## config.mk

```make
export PLATFORM = sky130hd
export DESIGN_NAME = quadrature_position_counter_flat
export DESIGN_NICKNAME = d
export VERILOG_FILES = /design/src/design/qpc_pkg.sv /design/src/design/qpc_sample_if.sv /design/src/design/qpc_result_if.sv /design/src/design/qpc_sample_stage.sv /design/src/design/qpc_tracker.sv /design/src/design/quadrature_position_counter.sv /design/src/flat_wrapper.sv
export SDC_FILE = /design/constraint.sdc
export NUM_CORES = 1
export LEC_CHECK = 0
export ABC_AREA = 0
export BUFFER_PORTS_ARGS = -buffer_cell sky130_fd_sc_hd__buf_2
export CAP_MARGIN = 15
export CORE_MARGIN = 3
export CORE_UTILIZATION = 50
export DETAILED_ROUTE_END_ITERATION = 7
export GPL_TIMING_DRIVEN = 0
export PLACE_DENSITY = 0.82
export SLEW_MARGIN = 15
export SYNTH_ARGS = -nofsm -noshare
export SYNTH_HDL_FRONTEND = slang
export SYNTH_SLANG_ARGS = --single-unit
export TNS_END_PERCENT = 30
```

## constraint.sdc

```tcl
create_clock -name clk -period 5.05 [get_ports clk]
set_clock_uncertainty 0.2 [all_clocks]
set_input_delay 0.505 -clock clk [delete_from_list [all_inputs] [get_ports clk]]
set_output_delay 0.505 -clock clk [all_outputs]
set_load 0.01 [all_outputs]
```

## src/design/qpc_pkg.sv

```systemverilog
`timescale 1ns / 1ps
// ----------------------------------------------------------------------------
// qpc_pkg
// Shared types, constants and the step lookup for the quadrature position
// counter.
// ----------------------------------------------------------------------------
package qpc_pkg;

    localparam int COUNT_W = 8;

    typedef logic [COUNT_W-1:0] count_t;
    typedef logic signed [1:0]  step_t;
    typedef logic [1:0]         phase_t;

    localparam count_t PULSE_TOP_RESET = count_t'(32);

    localparam step_t STEP_NONE = 2'sb00;
    localparam step_t STEP_FWD  = 2'sb01;
    localparam step_t STEP_BWD  = 2'sb11;

    // Step for {previous phase, current phase}; phase = A + 2*B
    localparam step_t STEP_TABLE [0:15] = '{
        STEP_NONE, STEP_FWD,  STEP_BWD,  STEP_NONE,
        STEP_BWD,  STEP_NONE, STEP_NONE, STEP_FWD,
        STEP_FWD,  STEP_NONE, STEP_NONE, STEP_BWD,
        STEP_NONE, STEP_BWD,  STEP_FWD,  STEP_NONE
    };

    // Sample held in the input register, with its valid flag
    typedef struct packed {
        logic valid;
        logic channel_a;
        logic channel_b;
    } stage_t;

endpackage

```

## src/design/qpc_sample_if.sv

```systemverilog
`timescale 1ns / 1ps
// ----------------------------------------------------------------------------
// qpc_sample_if
// Channel carrying one sample of the encoder channels A and B.
// ----------------------------------------------------------------------------
interface qpc_sample_if;

    logic valid;
    logic ready;
    logic channel_a;
    logic channel_b;

    modport source (output valid, output channel_a, output channel_b, input ready);
    modport sink   (input valid, input channel_a, input channel_b, output ready);

endinterface

```

## src/design/qpc_result_if.sv

```systemverilog
`timescale 1ns / 1ps
// ----------------------------------------------------------------------------
// qpc_result_if
// Channel carrying the position reported for each sample.
// ----------------------------------------------------------------------------
interface qpc_result_if
    import qpc_pkg::*;
();

    logic   valid;
    logic   ready;
    count_t pulse_count;
    count_t revolution_magnitude;
    logic   revolution_negative;
    step_t  step;

    modport source (
        output valid,
        output pulse_count,
        output revolution_magnitude,
        output revolution_negative,
        output step,
        input  ready
    );
    modport sink (
        input  valid,
        input  pulse_count,
        input  revolution_magnitude,
        input  revolution_negative,
        input  step,
        output ready
    );

endinterface

```

## src/design/qpc_sample_stage.sv

```systemverilog
`timescale 1ns / 1ps
// ----------------------------------------------------------------------------
// qpc_sample_stage
// Input register: captures one sample per transfer and hands it downstream.
// ----------------------------------------------------------------------------
module qpc_sample_stage
    import qpc_pkg::*;
(
    input  logic          clk,
    input  logic          rst_n,
    qpc_sample_if.sink    sample,
    output stage_t        stage,
    input  logic          stage_ready
);

    logic valid_reg;
    logic valid_next;
    logic channel_a_reg;
    logic channel_b_reg;

    // Take a new sample whenever the register is empty or being drained
    assign sample.ready = !valid_reg || stage_ready;
    assign valid_next   = sample.ready ? sample.valid : valid_reg;

    // Hold the valid flag
    always_ff @(posedge clk or negedge rst_n)
    begin
        if (!rst_n)
        begin
            valid_reg <= 1'b0;
        end
        else
        begin
            valid_reg <= valid_next;
        end
    end

    // Capture the sample levels on a transfer
    always_ff @(posedge clk)
    begin
        if (sample.valid && sample.ready)
        begin
            channel_a_reg <= sample.channel_a;
            channel_b_reg <= sample.channel_b;
        end
    end

    assign stage.valid     = valid_reg;
    assign stage.channel_a = channel_a_reg;
    assign stage.channel_b = channel_b_reg;

endmodule

```

## src/design/qpc_tracker.sv

```systemverilog
`timescale 1ns / 1ps
// ----------------------------------------------------------------------------
// qpc_tracker
// Position state and result register: decodes the step from the previous
// and current phase, moves the pulse and revolution counts, and registers
// the result.
// ----------------------------------------------------------------------------
module qpc_tracker
    import qpc_pkg::*;
(
    input  logic          clk,
    input  logic          rst_n,
    input  stage_t        stage,
    output logic          stage_ready,
    input  count_t        pulse_top,
    qpc_result_if.source  result
);

    phase_t prev_phase_reg;
    count_t pulses_reg;
    count_t revs_reg;
    logic   negative_reg;

    count_t pulses_next;
    count_t revs_next;
    logic   negative_next;
    phase_t phase;
    step_t  step;

    logic   out_valid_reg;
    logic   out_valid_next;
    step_t  out_step_reg;
    logic   advance;

    // Move a sample into the result register when the output is free
    assign stage_ready = !out_valid_reg || result.ready;
    assign advance     = stage.valid && stage_ready;

    // Decode the step from the phase pair
    assign phase = {stage.channel_b, stage.channel_a};
    assign step  = STEP_TABLE[{prev_phase_reg, phase}];

    // Advance the pulse count and the sign-magnitude revolution count
    always_comb
    begin
        pulses_next   = pulses_reg;
        revs_next     = revs_reg;
        negative_next = negative_reg;
        case (step)
            STEP_FWD:
            begin
                if (pulses_reg == pulse_top)
                begin
                    pulses_next = '0;
                    if (!negative_reg)
                    begin
                        revs_next = revs_reg + count_t'(1);
                    end
                    else if (revs_reg == count_t'(1))
                    begin
                        negative_next = 1'b0;
                        revs_next     = '0;
                    end
                    else
                    begin
                        revs_next = revs_reg - count_t'(1);
                    end
                end
                else
                begin
                    pulses_next = pulses_reg + count_t'(1);
                end
            end
            STEP_BWD:
            begin
                if (pulses_reg == '0)
                begin
                    pulses_next = pulse_top;
                    if (negative_reg)
                    begin
                        revs_next = revs_reg + count_t'(1);
                    end
                    else if (revs_reg == '0)
                    begin
                        negative_next = 1'b1;
                        revs_next     = count_t'(1);
                    end
                    else
                    begin
                        revs_next = revs_reg - count_t'(1);
                    end
                end
                else
                begin
                    pulses_next = pulses_reg - count_t'(1);
                end
            end
            default:
            begin
                pulses_next = pulses_reg;
            end
        endcase
    end

    assign out_valid_next = advance ? 1'b1 : (result.ready ? 1'b0 : out_valid_reg);

    // Hold position state and the result flag
    always_ff @(posedge clk or negedge rst_n)
    begin
        if (!rst_n)
        begin
            prev_phase_reg <= '0;
            pulses_reg     <= '0;
            revs_reg       <= '0;
            negative_reg   <= 1'b0;
            out_valid_reg  <= 1'b0;
        end
        else
        begin
            out_valid_reg <= out_valid_next;
            if (advance)
            begin
                prev_phase_reg <= phase;
                pulses_reg     <= pulses_next;
                revs_reg       <= revs_next;
                negative_reg   <= negative_next;
            end
        end
    end

    // Register the step reported with the result
    always_ff @(posedge clk)
    begin
        if (advance)
        begin
            out_step_reg <= step;
        end
    end

    // The state registers double as the result payload
    assign result.valid                = out_valid_reg;
    assign result.pulse_count          = pulses_reg;
    assign result.revolution_magnitude = revs_reg;
    assign result.revolution_negative  = negative_reg;
    assign result.step                 = out_step_reg;

endmodule

```

## src/design/quadrature_position_counter.sv

```systemverilog
`timescale 1ns / 1ps
// ----------------------------------------------------------------------------
// quadrature_position_counter
// Decodes sampled quadrature encoder levels into a pulse position and a
// sign-magnitude revolution count, one result per sample.
// ----------------------------------------------------------------------------
//  Channel   Direction  Carries
//  sample    in         channel_a, channel_b
//  result    out        pulse_count, revolution_magnitude,
//                       revolution_negative, step
//  cfg       in         cfg_write_en, cfg_write_data (pulse_top)
//
//  One sample is taken per cycle while the result is not stalled; it passes
//  the input register, then the result register after the step logic.
//  Reset clears the position to +0 pulses, +0 revolutions, phase 0, and sets
//  pulse_top to 32.
//  A stalled result holds the result register; one more sample waits in the
//  input register, after which sample.ready drops.
// ----------------------------------------------------------------------------
module quadrature_position_counter
    import qpc_pkg::*;
(
    input  logic          clk,
    input  logic          rst_n,
    qpc_sample_if.sink    sample,
    qpc_result_if.source  result,
    input  logic          cfg_write_en,
    input  count_t        cfg_write_data
);

    count_t pulse_top_reg;
    stage_t stage;
    logic   stage_ready;

    // Hold the pulse top register
    always_ff @(posedge clk or negedge rst_n)
    begin
        if (!rst_n)
        begin
            pulse_top_reg <= PULSE_TOP_RESET;
        end
        else if (cfg_write_en)
        begin
            pulse_top_reg <= cfg_write_data;
        end
    end

    qpc_sample_stage u_sample_stage (
        .clk         (clk),
        .rst_n       (rst_n),
        .sample      (sample),
        .stage       (stage),
        .stage_ready (stage_ready)
    );

    qpc_tracker u_tracker (
        .clk         (clk),
        .rst_n       (rst_n),
        .stage       (stage),
        .stage_ready (stage_ready),
        .pulse_top   (pulse_top_reg),
        .result      (result)
    );

    // A sample leaving the input register always lands in the result register
    a_stage_to_result: assert property (
        @(posedge clk) disable iff (!rst_n)
        (stage.valid && stage_ready) |=> result.valid
    ) else $error("sample hand-off produced no result");

    // The step code for two's complement -2 is never produced
    a_step_legal: assert property (
        @(posedge clk) disable iff (!rst_n)
        result.valid |-> (result.step != 2'sb10)
    ) else $error("illegal step code on result");

    // A still encoder leaves the position unchanged
    a_no_step_holds: assert property (
        @(posedge clk) disable iff (!rst_n)
        (stage.valid && stage_ready && $past(stage.valid && stage_ready)
            && (result.step == STEP_NONE)) |->
            (result.pulse_count == $past(result.pulse_count))
    ) else $error("position moved without a step");

endmodule
```

## src/flat_wrapper.sv

```systemverilog
// flat-port wrapper written by rule: the top's interface ports become plain ports
module quadrature_position_counter_flat import qpc_pkg::*;
  (clk, rst_n, cfg_write_en, cfg_write_data, sample_valid, sample_channel_a, sample_channel_b, sample_ready, result_valid, result_pulse_count, result_revolution_magnitude, result_revolution_negative, result_step, result_ready);
  qpc_sample_if sample_i ();
  qpc_result_if result_i ();
  input  logic clk;
  input  logic rst_n;
  input  logic cfg_write_en;
  input  count_t cfg_write_data;
  input wire logic [$bits(sample_i.valid)-1:0] sample_valid;
  input wire logic [$bits(sample_i.channel_a)-1:0] sample_channel_a;
  input wire logic [$bits(sample_i.channel_b)-1:0] sample_channel_b;
  output wire logic [$bits(sample_i.ready)-1:0] sample_ready;
  output wire logic [$bits(result_i.valid)-1:0] result_valid;
  output wire logic [$bits(result_i.pulse_count)-1:0] result_pulse_count;
  output wire logic [$bits(result_i.revolution_magnitude)-1:0] result_revolution_magnitude;
  output wire logic [$bits(result_i.revolution_negative)-1:0] result_revolution_negative;
  output wire logic [$bits(result_i.step)-1:0] result_step;
  input wire logic [$bits(result_i.ready)-1:0] result_ready;
  assign sample_i.valid = sample_valid;
  assign sample_i.channel_a = sample_channel_a;
  assign sample_i.channel_b = sample_channel_b;
  assign sample_ready = sample_i.ready;
  assign result_valid = result_i.valid;
  assign result_pulse_count = result_i.pulse_count;
  assign result_revolution_magnitude = result_i.revolution_magnitude;
  assign result_revolution_negative = result_i.revolution_negative;
  assign result_step = result_i.step;
  assign result_i.ready = result_ready;
  quadrature_position_counter u_core (.clk(clk), .rst_n(rst_n), .sample(sample_i), .result(result_i), .cfg_write_en(cfg_write_en), .cfg_write_data(cfg_write_data));
endmodule
```

==> impl_metrics.tcl <==
set metrics [dict create \
    status "completed" \
    worstPathArrival_ps 2810 \
    setup_tns_ps 0 \
    ios 36 \
    critPathLaunch "u_core.u_sample_stage.channel_a_reg" \
    clock_latency_ps 280 \
    vdd_drop_max_mv 0.256 \
    r2r_start "u_core.u_sample_stage.channel_a_reg" \
    wl_mm 6.46 \
    dp_hpwl_mm 4.66 \
    r2r_cells 8 \
    wl_per_cell_um 16.4 \
    grt_pass1_wl_mm 10.7 \
    die_h_um 78.2 \
    period_needed_ps 2810 \
    drt_pre_antenna_iters 5 \
    synth.top_cell.area_share 0.269 \
    clkTransAtPathRegs_ps 70 \
    cts_setup_buffers 0 \
    row_count 25 \
    cp_num_cells 8 \
    hold_violations 0 \
    end_kind "flop" \
    reg2reg_slack_ps 2240 \
    start_util 0.535 \
    first_global_vias 2320 \
    yosysTopAreaCell "dfrtp_1" \
    power_density_nw_per_um2 474 \
    ant_nets 0 \
    crit_path_start_kind "flop" \
    syn_inst 284 \
    clockRootBuffer "clkbuf_8" \
    synth_cell_type_count 60 \
    area.growth.synth_to_final_pct 13.3 \
    maxCapViolations 0 \
    tritoncts "yes" \
    min_path_type "in -> async" \
    grt_antenna_before_repair 0 \
    drc 0 \
    synth_area_leaders "dfrtp_1 (27%), ha_1 (5.3%), mux2_2 (4.7%)" \
    synth.net_count 310 \
    syn_area_sq_um 2610 \
    max_freq_ghz 0.356 \
    ys.flop_type "dfrtp_1" \
    crit_fanout 10 \
    drtIter0Drc 206 \
    cts_htree_levels 2 \
    async_flop_share 0.879 \
    slew_headroom 0.501 \
    synth_warnings 0 \
    place_congestion 0.925 \
    vias 2473 \
    clock_sink_count 33 \
    fin_ws_ps 2240 \
    max_stage_delay_ps 510 \
    cts_resized 0 \
    clockBufferDepth 2 \
    crit_chain "inv_1 > ha_1 > nand4bb_1 > nand4_1 > a21oi_1 > buf_2 > a22oi_1 > o22ai_1" \
    dp_slack_ps 2320 \
    core-area_sq_um 4880 \
    reg2reg_to "u_core.u_tracker.result.pulse_count[3]" \
    grtUsageTotal 0.217 \
    grt_remaining_overflow 0 \
    final_nets 351 \
    crit_path_end "u_core.u_tracker.result.pulse_count[3]" \
    cp_slowest_cell "a21oi_1" \
    synth-seq-cells 33 \
    min_period_over_period 0.556 \
    rsz0062_at_grt "false" \
    crit_buf_inv 2 \
    grt_max_degree 30 \
    diodes 0 \
    drive_gt1_frac 0.230 \
    ys_seq_area_frac 0.325 \
    die_w_um 78.2 \
    worst_pin_slew_ps 745 \
    die_area_sq_um 6120 \
    syn_area_per_cell_sq_um 9.19 \
    finalSetupViolCount 0 \
    postCtsHoldBufs 0 \
    power_leakage_nw 1.21 \
    crit_type "reg -> reg" \
    drv_slew 0 \
    viasPerCell 6.29 \
    cts_buffers 5 \
    portBuffers 34 \
    crit_required_ps 5050 \
    synth_edf_count 4 \
    cp_top_family "compound AO/OA/AOI/OAI gates" \
]
placed cells by master (no fill, tap or decap), types with 9 or more instances in the layout:
master	Yosys	final
a21oi_1	14	14
mux2_2	11	11
clkbuf_1	10	11
o211ai_1	13	13
nor3_1	11	11
ha_1	11	11
dfrtp_1	28	28
nand3_1	10	10
xor2_1	9	9
buf_2	8	42
o21ai_0	11	11
inv_1	17	17
nor2_1	13	13
nand2_1	12	12
how the worst min path moves through the flow:
stage | startpoint | to | slack [ps]
floorplan | rst_n | u_core.pulse_top_reg[0] | 9
global placement | u_core.u_sample_stage.valid_reg | u_core.u_tracker.result.valid | 330
detailed placement | u_core.u_sample_stage.valid_reg | u_core.u_tracker.result.valid | 370
CTS | rst_n | u_core.u_tracker.result.pulse_count[4] | 80
global route | rst_n | u_core.u_tracker.result.valid | 110
finish | rst_n | u_core.u_tracker.result.valid | 60
synthesized netlist by cell type, types with 2 or more instances:
library cell	instances
inv_1	17
nand2_1	12
clkbuf_1	10
nand4_1	5
o21ai_0	11
nor3b_1	2
nand3_1	10
dfrtp_1	28
nand4bb_1	3
nor4_1	7
o31a_1	2
a2bb2oi_1	2
edfxtp_1	4
a221oi_1	6
mux2_2	11
o211ai_1	13
nor2_1	13
a211o_1	3
o22ai_1	7
xor2_1	9
a31oi_1	5
o31ai_1	3
and2_1	2
a21o_1	3
ha_1	11
o21a_1	3
a22o_1	2
buf_6	4
a311oi_1	2
a32oi_1	2
or3_1	4
and3_1	4
xnor2_1	3
buf_2	8
nor3_1	11
nand2b_1	5
a21oi_1	14
metrics by stage:
stage	cells	utilization	power (mW)	hold slack (ps)	area [sq um]
floorplan	284	-	0.975	9.41	2610
global placement	385	0.587	1.15	334	2860
detailed placement	385	0.587	1.17	366	2860
CTS	393	0.606	1.39	76.9	2960
global route	393	0.606	1.50	106	2960
finish	393	0.606	1.40	62.5	2960
final cells by class:
type	instances	area, sq um
Buffer	22	123
Clock buffer	7	86.3
Clock inverter	1	7.51
Fill cell	454	1920
Inverter	17	63.8
Multi-Input combinational cell	212	1580
Sequential cell	33	847
Tap cell	67	83.8
Timing Repair Buffer	34	170
logic make-up after synthesis:
family / after synthesis / share of synthesized area
AO/OA/AOI/OAI: 87 / 0.235
AND/OR/NAND/NOR: 87 / 0.201
buffers and inverters: 39 / 0.0715
flip-flops: 33 / 0.325
multiplexers: 14 / 0.0657
XOR/XNOR: 13 / 0.0499
adder cells (fa/ha/maj): 11 / 0.0528
metal layers:
layer | vias to the layer above | global-route usage | wire length, um
met5 | - | 0 | 0
met4 | 0 | 0.0717 | 128
met3 | 17 | 0.0252 | 476
met2 | 128 | 0.356 | 2920
met1 | 1164 | 0.299 | 2940
li1 | 1164 | - | -
power breakdown:
| part | internal, mW | switching, mW | leakage, nW |
|---|---|---|---|
| logic | 0.318 | 0.456 | 0.787 |
| clock network | 0.111 | 0.0994 | 0.0445 |
| registers | 0.338 | 0.0783 | 0.384 |
| total | 0.767 | 0.633 | 1.21 |
(Power assumes the default switching activity.)
